## src/rtl/overwrite_task_mailbox_defines.svh

```systemverilog
// Assertion macros for the task mailbox.
`ifndef OVERWRITE_TASK_MAILBOX_DEFINES_SVH
`define OVERWRITE_TASK_MAILBOX_DEFINES_SVH

`ifndef SYNTHESIS

// Check a property on every rising clock edge outside reset.
`define OTM_ASSERT(label, prop) \
    label: assert property (@(posedge clk) disable iff (!rst_n) (prop)) \
        else $error("overwrite_task_mailbox: assertion failed");

// Check that a condition is followed by a consequence in the next cycle.
`define OTM_ASSERT_NEXT(label, ante, cons) \
    `OTM_ASSERT(label, (ante) |=> (cons))

`else

`define OTM_ASSERT(label, prop)
`define OTM_ASSERT_NEXT(label, ante, cons)

`endif

`endif

```

## src/rtl/otm_pkg.sv

```systemverilog
`timescale 1ns / 1ps

package otm_pkg;

    localparam int NUM_TASKS = 8;
    localparam int CAPACITY  = 8;
    localparam int TASK_W    = (NUM_TASKS > 1) ? $clog2(NUM_TASKS) : 1;
    localparam int LEN_W     = 4;
    localparam int DATA_W    = 64;
    localparam int BYTES     = DATA_W / 8;

    typedef enum logic [1:0] {
        KIND_SEND = 2'd0,
        KIND_POST = 2'd1,
        KIND_READ = 2'd2
    } kind_t;

    // Keep the low n bytes of a word, zero the rest.
    function automatic logic [DATA_W-1:0] byte_mask(input logic [LEN_W-1:0] n);
        logic [DATA_W-1:0] mask;
        mask = '0;
        for (int b = 0; b < BYTES; b++)
        begin
            mask[8*b +: 8] = (LEN_W'(b) < n) ? 8'hFF : 8'h00;
        end
        return mask;
    endfunction

endpackage

```

## src/rtl/overwrite_task_mailbox.sv

```systemverilog
`timescale 1ns / 1ps
`include "overwrite_task_mailbox_defines.svh"

// Channel   Signals                                   Direction  Transfer when
// request   kind task_req msg_length msg_data         in         in_valid && in_ready
//           buffer_room target_dormant target_blocked
// result    ok read_length read_data wake             out        out_valid && out_ready
//
// On transfer a request issues the read of the word and length memories; once the
// result register is free, the working stage modifies and writes back the entry and
// loads the result register. A new request is taken only once the working stage is
// empty, never while the last one is still in it. Reset clears the per-task
// valid bits at once, so every mailbox reads as empty with no clearing pass. A stalled
// result holds in the output register; the working stage holds and input transfers pause.

module overwrite_task_mailbox
    import otm_pkg::*;
(
    input  logic              clk,
    input  logic              rst_n,

    input  logic              in_valid,
    output logic              in_ready,
    input  logic [1:0]        kind,
    input  logic [7:0]        task_req,
    input  logic [7:0]        msg_length,
    input  logic [DATA_W-1:0] msg_data,
    input  logic [7:0]        buffer_room,
    input  logic              target_dormant,
    input  logic              target_blocked,

    output logic              out_valid,
    input  logic              out_ready,
    output logic              ok,
    output logic [3:0]        read_length,
    output logic [DATA_W-1:0] read_data,
    output logic              wake
);

    // Storage: message words (undefined until written) and lengths.
    logic [DATA_W-1:0] word_mem [NUM_TASKS];
    logic [LEN_W-1:0]  len_mem  [NUM_TASKS];
    // A length entry that was never written reads as empty.
    logic [NUM_TASKS-1:0] len_valid_reg;
    logic [NUM_TASKS-1:0] len_valid_next;

    // Working stage: request captured at transfer, memory read data.
    logic              s1_valid_reg;
    logic              s1_valid_next;
    logic [1:0]        s1_kind_reg;
    logic [TASK_W-1:0] s1_idx_reg;
    logic              s1_task_ok_reg;
    logic              s1_len_ok_reg;
    logic [LEN_W-1:0]  s1_len_reg;
    logic [DATA_W-1:0] s1_data_reg;
    logic [7:0]        s1_room_reg;
    logic              s1_nowake_reg;
    logic [DATA_W-1:0] rd_word_reg;
    logic [LEN_W-1:0]  rd_len_reg;
    logic              rd_valid_reg;

    // Result register.
    logic              out_valid_reg;
    logic              out_valid_next;
    logic              ok_reg;
    logic [3:0]        read_length_reg;
    logic [DATA_W-1:0] read_data_reg;
    logic              wake_reg;

    logic              in_xfer;
    logic              s1_fire;
    logic [TASK_W-1:0] in_idx;
    logic              in_task_ok;
    logic              in_len_ok;

    // Modify step results.
    logic [LEN_W-1:0]  cur_len;
    logic              is_write;
    logic              is_read;
    logic              wr_ok;
    logic              rd_ok;
    logic              mem_we;
    logic [LEN_W-1:0]  mem_len_wr;
    logic              res_ok;
    logic [3:0]        res_len;
    logic [DATA_W-1:0] res_data;
    logic              res_wake;

    // Accept a request only while the working stage is empty.
    assign in_ready   = !s1_valid_reg;
    assign in_xfer    = in_valid && in_ready;
    // Retire the working stage when the result register is free.
    assign s1_fire    = s1_valid_reg && (!out_valid_reg || out_ready);

    assign in_idx     = task_req[TASK_W-1:0];
    assign in_task_ok = (task_req < 8'(NUM_TASKS));
    assign in_len_ok  = (msg_length != 8'd0) && (msg_length <= 8'(CAPACITY));

    // Decide the operation against the entry read back from memory.
    always_comb
    begin
        cur_len  = rd_valid_reg ? rd_len_reg : '0;
        is_write = (s1_kind_reg == KIND_SEND) || (s1_kind_reg == KIND_POST);
        is_read  = (s1_kind_reg == KIND_READ);
        wr_ok    = s1_task_ok_reg && is_write && s1_len_ok_reg;
        rd_ok    = s1_task_ok_reg && is_read && (cur_len != '0)
                   && ({4'd0, cur_len} <= s1_room_reg);

        mem_we     = s1_fire && (wr_ok || rd_ok);
        // A delivered read empties the mailbox.
        mem_len_wr = wr_ok ? s1_len_reg : '0;

        res_ok   = wr_ok || rd_ok;
        res_len  = rd_ok ? 4'(cur_len) : 4'd0;
        res_data = rd_ok ? (rd_word_reg & byte_mask(cur_len)) : '0;
        res_wake = wr_ok && (s1_kind_reg == KIND_SEND) && !s1_nowake_reg;
    end

    always_comb
    begin
        s1_valid_next = s1_valid_reg;
        if (in_xfer)
        begin
            s1_valid_next = 1'b1;
        end
        else if (s1_fire)
        begin
            s1_valid_next = 1'b0;
        end

        out_valid_next = out_valid_reg;
        if (s1_fire)
        begin
            out_valid_next = 1'b1;
        end
        else if (out_ready)
        begin
            out_valid_next = 1'b0;
        end

        len_valid_next = len_valid_reg;
        if (mem_we)
        begin
            len_valid_next[s1_idx_reg] = 1'b1;
        end
    end

    // Control state.
    always_ff @(posedge clk or negedge rst_n)
    begin
        if (!rst_n)
        begin
            s1_valid_reg  <= 1'b0;
            out_valid_reg <= 1'b0;
            len_valid_reg <= '0;
        end
        else
        begin
            s1_valid_reg  <= s1_valid_next;
            out_valid_reg <= out_valid_next;
            len_valid_reg <= len_valid_next;
        end
    end

    // Capture the request and issue the memory read at transfer.
    always_ff @(posedge clk)
    begin
        if (in_xfer)
        begin
            s1_kind_reg    <= kind;
            s1_idx_reg     <= in_idx;
            s1_task_ok_reg <= in_task_ok;
            s1_len_ok_reg  <= in_len_ok;
            s1_len_reg     <= msg_length[LEN_W-1:0];
            s1_data_reg    <= msg_data & byte_mask(msg_length[LEN_W-1:0]);
            s1_room_reg    <= buffer_room;
            s1_nowake_reg  <= target_dormant || target_blocked;
            rd_word_reg    <= word_mem[in_idx];
            rd_len_reg     <= len_mem[in_idx];
            rd_valid_reg   <= len_valid_reg[in_idx];
        end
    end

    // Write back the modified entry; a read leaves the word as it is.
    always_ff @(posedge clk)
    begin
        if (mem_we)
        begin
            len_mem[s1_idx_reg] <= mem_len_wr;
            if (wr_ok)
            begin
                word_mem[s1_idx_reg] <= s1_data_reg;
            end
        end
    end

    // Load the result register.
    always_ff @(posedge clk)
    begin
        if (s1_fire)
        begin
            ok_reg          <= res_ok;
            read_length_reg <= res_len;
            read_data_reg   <= res_data;
            wake_reg        <= res_wake;
        end
    end

    assign out_valid   = out_valid_reg;
    assign ok          = ok_reg;
    assign read_length = read_length_reg;
    assign read_data   = read_data_reg;
    assign wake        = wake_reg;

    `OTM_ASSERT_NEXT(a_xfer_fills_stage, in_xfer, s1_valid_reg)
    `OTM_ASSERT_NEXT(a_stage_holds, s1_valid_reg && !s1_fire, s1_valid_reg && !in_ready)
    `OTM_ASSERT(a_wake_only_on_write,
        out_valid_reg && wake_reg |-> ok_reg && read_length_reg == 4'd0)
    `OTM_ASSERT(a_fail_is_empty,
        out_valid_reg && !ok_reg |-> read_length_reg == 4'd0 && read_data_reg == '0 && !wake_reg)
    `OTM_ASSERT_NEXT(a_read_empties, mem_we && rd_ok, len_mem[$past(s1_idx_reg)] == '0)

endmodule

```

## config.mk

```make
export PLATFORM = sky130hd
export DESIGN_NAME = overwrite_task_mailbox
export DESIGN_NICKNAME = d
export VERILOG_FILES = /design/src/rtl/otm_pkg.sv /design/src/rtl/overwrite_task_mailbox.sv
export VERILOG_INCLUDE_DIRS = /design/src /design/src/rtl
export SDC_FILE = /design/constraint.sdc
export NUM_CORES = 1
export LEC_CHECK = 0
export ABC_CLOCK_PERIOD_IN_PS = 10000
export BUFFER_PORTS_ARGS = -buffer_cell sky130_fd_sc_hd__buf_2
export CAP_MARGIN = 20
export CORE_MARGIN = 4
export CORE_UTILIZATION = 63
export CTS_BUF_LIST = sky130_fd_sc_hd__clkbuf_8
export DETAILED_ROUTE_END_ITERATION = 8
export MAX_ROUTING_LAYER = met4
export PLACE_DENSITY = 0.86
export SLEW_MARGIN = 25
export SYNTH_ARGS = -nofsm -noshare
export SYNTH_HDL_FRONTEND = slang
export SYNTH_SLANG_ARGS = --single-unit
```

## constraint.sdc

```tcl
create_clock -name clk -period 10 [get_ports clk]
set_input_delay 1.5 -clock clk [delete_from_list [all_inputs] [get_ports clk]]
set_output_delay 1.5 -clock clk [all_outputs]
set_load 0.01 [all_outputs]
```

* Word-level counts from Yosys, hierarchy flattened
Memories as Yosys holds them, arrays and structs flattened. A register that Yosys moved wholly into a read port is not among the register bits.
Index checks and enable logic that the tools add are counted.
** Word-level totals
- Flip-flop bits (word level) :: 165
- RAM bits :: 544
- Input port bits :: 96
- Output and inout port bits :: 72
- Logic and storage cells :: 100
- Memories :: 2
** Memory list
- word_mem :: depth 8, bits a word 64, rd ports 1, clocked after memory_dff 1, write ports 1, RTL line overwrite_task_mailbox.sv:41 : logic [DATA_W-1:0] word_mem [NUM_TASKS];
- len_mem :: depth 8, bits a word 4, rd ports 1, clocked after memory_dff 1, write ports 1, RTL line overwrite_task_mailbox.sv:42 : logic [LEN_W-1:0] len_mem [NUM_TASKS];
** Cells by class
- Order comparisons :: 22
- Eq/ne operators :: 2
- Multiplexer cells :: 31
- Bitwise operators :: 3
- Reductions and logical operators :: 24
** Operators with widths (number)
- $and A64 B64 Y64 :: 2
- $mux W8 :: 16
- $lt A3 B4 Y1 const A :: 8
- $lt A1 B4 Y1 const A :: 4
- $lt A2 B4 Y1 const A :: 4
- $logic_and A1 B1 Y1 :: 12
- $mux W1 :: 11
- $le A4 B8 Y1 :: 1
- $le A8 B4 Y1 const B :: 1
- $lt A3 B4 Y1 const B :: 2
- $lt A8 B4 Y1 const B :: 1
- $mux W4 :: 2
- $or A8 B8 Y8 :: 1
- $reduce_bool A8 Y1 :: 1
- $logic_or A1 B1 Y1 :: 4
- $reduce_bool A2 Y1 :: 2
- $reduce_bool A4 Y1 :: 1
- $bmux W1 S3 :: 1
- $demux W1 S3 :: 1
- $ge A3 B1 Y1 const B :: 1
- $logic_not A1 Y1 :: 3
- $eq A2 B1 Y1 const B :: 1
- $eq A2 B2 Y1 const B :: 1
- $logic_not A2 Y1 :: 1

* Logic depth before layout (Yosys ltp)
- Word-level depth :: 8
- Depth in mapped cells :: 10
- Depth with buffers taken out :: 7

* Worst setup path before layout
Ideal clock, no wire load.
- Kind :: input-to-reg
- Start :: in in_valid
- End :: reg rd_len_reg[0] (read register of len_mem) (enable)
- Data arrival time :: 8116 ps
- Required time :: 9314 ps
- Setup slack :: 1198 ps
- Stages on the path :: 1
- Cell sequence :: nor2b_1
** On the way
- Cells in the longest elaborated chain, start to end :: 1
** Ends and longest elaborated chain
- start: declaration :: RTL line overwrite_task_mailbox.sv:22 : input logic in_valid,
- $logic_and A1 B1 Y1 :: RTL line overwrite_task_mailbox.sv:91 : assign in_xfer = in_valid && in_ready;
- end: declaration :: RTL line overwrite_task_mailbox.sv:59 : logic [LEN_W-1:0] rd_len_reg;
No other way between the ends.
A chain may end at the register's enable or synchronous reset.

* Final worst setup path
- Start :: in out_ready
- End :: mem word_mem[3][52] (enable)
** On the way
- Cells in the longest elaborated chain, start to end :: 5
** Ends and longest elaborated chain
- start: declaration :: RTL line overwrite_task_mailbox.sv:33 : input logic out_ready,
- $logic_or A1 B1 Y1 :: RTL line overwrite_task_mailbox.sv:93 : assign s1_fire = s1_valid_reg && (!out_valid_reg || out_ready);
- $logic_and A1 B1 Y1 :: RTL line overwrite_task_mailbox.sv:93
- $logic_and A1 B1 Y1 :: RTL line overwrite_task_mailbox.sv:109 : mem_we = s1_fire && (wr_ok || rd_ok);
- $mux W1 :: RTL line overwrite_task_mailbox.sv:187 : if (mem_we)
- $mux W1 (not written as such) :: RTL line overwrite_task_mailbox.sv:192 : word_mem[s1_idx_reg] <= s1_data_reg;
- end: declaration :: RTL line overwrite_task_mailbox.sv:41
No other way between the ends.

==> run_results.csv <==
group,metric,value,unit
critical_path,critical_path.endpoint_type,"flop",
route,vias_per_cell,6.21,
sta,setup_viol,0,
critical_path,setup.worst_path.start_class,"primary input",
route,vias,14161,
critical_path,critical-path-top-delay-family,"simple AND/OR/NAND/NOR gates",
finish,fin_cells,2279,
floorplan,core_area,45500,um2
min_path,worstHoldPathCells,2,
floorplan,pin_count,168,
clock_tree,cts_resized,0,
min_path,hold_class,"reg2reg",
synthesis,synth-main-ff-cell,"edfxtp_1",
place,detailedPlace.worstSlack,4560,ps
power,ir_drop,0.193,mV
route,detail_route.wl_per_cell,26.3,um
sta,unrepaired_setup_endpoints_after_global_routing,"false",
sta,setup_slack,5550,ps
clock_tree,post_cts_hold_buffer_count,0,
floorplan,die-height,223,um
finish,syn2layout_area_growth,12.8,%
sta,report.final.hold_viol_count,0,
critical_path,highest_delay_cell_along_the_critical_path,"nor2_4",
synthesis,synth-async-reset-ratio,1.29,%
synthesis,synth_area,29100,um2
route,drt_iter0_markers,1686,
critical_path,reg2reg_depth,7,
clock_tree,clk_root_buffer_cell,"clkbuf_8",
synthesis,synthesis.nets,1434,
critical_path,critical_path.cell_chain,"buf_2, nand2b_1, nand2_1, clkinv_2, buf_6, nand3_1, nor2_4, buf_4",
finish,nets,1683,
critical_path,critical_path.reg2reg.startpoint,"out_valid",
clock_tree,post_cts.repair.setup_buffers,0,
finish,drive_gt1_share,33.7,%
power,pwr_density_cell,217,nW/um2
sta,fin_worst_skew,41.5,ps
sta,timing.final.crit_share,44.5,%
place,placed_cells_incl_taps,2066,
clock_tree,cts.sinks,777,
min_path,holdCritStartpoint,"len_valid_reg[2]",
finish,max_flop_register,"word_mem",
synthesis,count_of_flip_flops_with_a_built_in_enable_after_synthesis,767,
synthesis,per_instance_average_area_after_synthesis,21.8,um2
synthesis,synth-seq-cells,777,
global_routing,largest_net_degree_at_the_start_of_global_routing,154,
finish,antennaDiodeCount,0,
critical_path,worst_path_largest_cell_delay,850,ps
critical_path,crit_required,10310,ps
floorplan,initial_utilization,64.0,%
route,routed_wl,59.9,mm
global_routing,globalRoute.totalOverflow,0,
finish,largest_register_ff_count,512,
clock_tree,cts_htree_levels,3,
sta,maxSlewHeadroom,30.2,%
min_path,hold_end,"len_valid_reg[2]",
route,drc,0,
clock_tree,cts_made_buffers,114,
critical_path,crit_path_max_fanout,73,
sta,period_needed,4450,ps
run,cap_viol_max_count,0,
route,drtAntennaViolNets,0,
place,gpl.final_weighted_congestion,0.777,
clock_tree,clk_latency,720,ps
synthesis,post_synth_inst_count,1334,
critical_path,setup.reg_to_reg.worst_slack,6060,ps
critical_path,worst-endpoint-arrival,4770,ps
floorplan,rows,78,
clock_tree,cts_tree,"yes",
critical_path,critical_path.n_buffers_inverters,4,
synthesis,yosysSeqAreaShare,80.0,%
sta,worst-slew-pin-transition,1050,ps
synthesis,synthesis.yosys.warnings,0,
sta,max_freq,0.224,GHz
place,hpwlAfterDp,35.2,mm
global_routing,grt_pass1_wl,89.6,mm
run_status,outcome,"finished, final reports clean",
global_routing,grt_pass1_vias,14888,
global_routing,number_of_antenna_violations_at_the_first_check_in_global_routing,1,
clock_tree,max_clock_buf_depth,3,
finish,fillerInstances,2478,
place,buffer_ports.inserted,167,
synthesis,yosys_cell_types,41,
critical_path,regToRegEndpoint,"word_mem[3][52]",
critical_path,crit_type,"in2reg",
sta,totalNegativeSetupSlack,0,ps
floorplan,die_area,49700,um2
global_routing,globalRouteTotalUtil,24.7,%
floorplan,die_span_in_x,223,um
clock_tree,clk_pin_slew_worst_paths,60,ps
sta,slew_violations,0,
route,firstDrtPassIters,6,
power,leakage,0.0109,uW
## how the worst max path moves through the flow
stage | start | depth (start not counted) | slack [ps] | endpoint
floorplan | in_valid | 1 | 1200 | rd_len_reg[0]
global placement | out_ready | 8 | 4630 | word_mem[6][47]
detailed placement | out_ready | 8 | 4560 | word_mem[3][47]
CTS | out_ready | 8 | 5300 | word_mem[3][47]
global route | out_ready | 8 | 5370 | word_mem[3][47]
finish | out_ready | 8 | 5550 | word_mem[3][52]
## cell type report
type / count / area [um2] / area share, %
clock buffer: 117 / 1610 / 4.90
clock inverter: 95 / 488 / 1.49
multi-input combinational: 489 / 5530 / 16.8
tap: 600 / 751 / 2.29
timing repair buffer: 192 / 1150 / 3.49
sequential: 777 / 23300 / 70.9
inverter: 9 / 35.0 / 0.107
## cell families (layout without fill, tap and decap cells)
group           count (synthesis)  after routing  synth area share [%]
flops                         777            777                  80.0
simple gates                  256            256                  4.64
mux                           207            207                  13.3
buf+inv                        68            413                  1.30
fa+ha+maj                       4              4                 0.172
compound gates                 22             22                 0.546
## metal layers
metal / global-route usage (%) / share of wire (%) / up-vias
li1: - / - / 5964
met1: 33.4 / 37 / 7253
met2: 39.3 / 51 / 854
met3: 5.25 / 10 / 90
met4: 6.82 / 1.9 / 0
met5: - / 0 / -
## worst register-to-register path, cell delays in order (launching register included)
cell      delay [ps]
dfrtp_1          380
nand2b_1         100
nand2_1          240
clkinv_2         110
buf_6            560
nand3_1          590
nor2_4           850
buf_4            710
## cells in the mapped netlist, types with 12 or more instances
cell type,count,area [um2]
and2_1,21,131
buf_1,14,52.6
nor2b_1,50,313
nand2_1,58,218
buf_2,12,60.1
buf_6,14,158
nor2_1,20,75.1
mux4_2,138,3110
nor3_1,64,320
mux2_2,69,777
edfxtp_1,767,23000
clkbuf_1,18,67.6
## cell usage in the layout, fill, tap and decap left out, types with 6 or more instances in the layout
master / count
edfxtp_1: 767
buf_2: 164
mux4_2: 138
clkbuf_8: 117
mux2_2: 69
nor3_1: 62
nand2_1: 57
nor2b_1: 49
inv_1: 37
clkinv_1: 35
clkinv_2: 25
and2_1: 21
buf_4: 18
nor2_1: 14
nand3_1: 11
dfrtp_1: 10
or4_1: 9
nor3b_1: 9
o21bai_1: 7
nor2_4: 6
## power breakdown
group	internal (uW)	switching (uW)	leakage [uW]
Sequential	3980	174	0.00716
Clock	1170	1170	0.00120
Combinational	210	422	0.00255
Total	5360	1760	0.0109
## metrics by stage
step | cell area (um2) | utilization (%) | hold WS, ps | power (uW)
5_1_grt | 32800 | 72.2 | 516 | 7400
3_5_place_dp | 30700 | 67.5 | 464 | 4850
4_1_cts | 32800 | 72.1 | 501 | 7150
6_report | 32800 | 72.2 | 509 | 7120
3_3_place_gp | 30600 | 67.3 | 447 | 4800
2_1_floorplan | 29100 | - | 426 | 4550
Note: power is estimated with default switching activity, not from simulation.
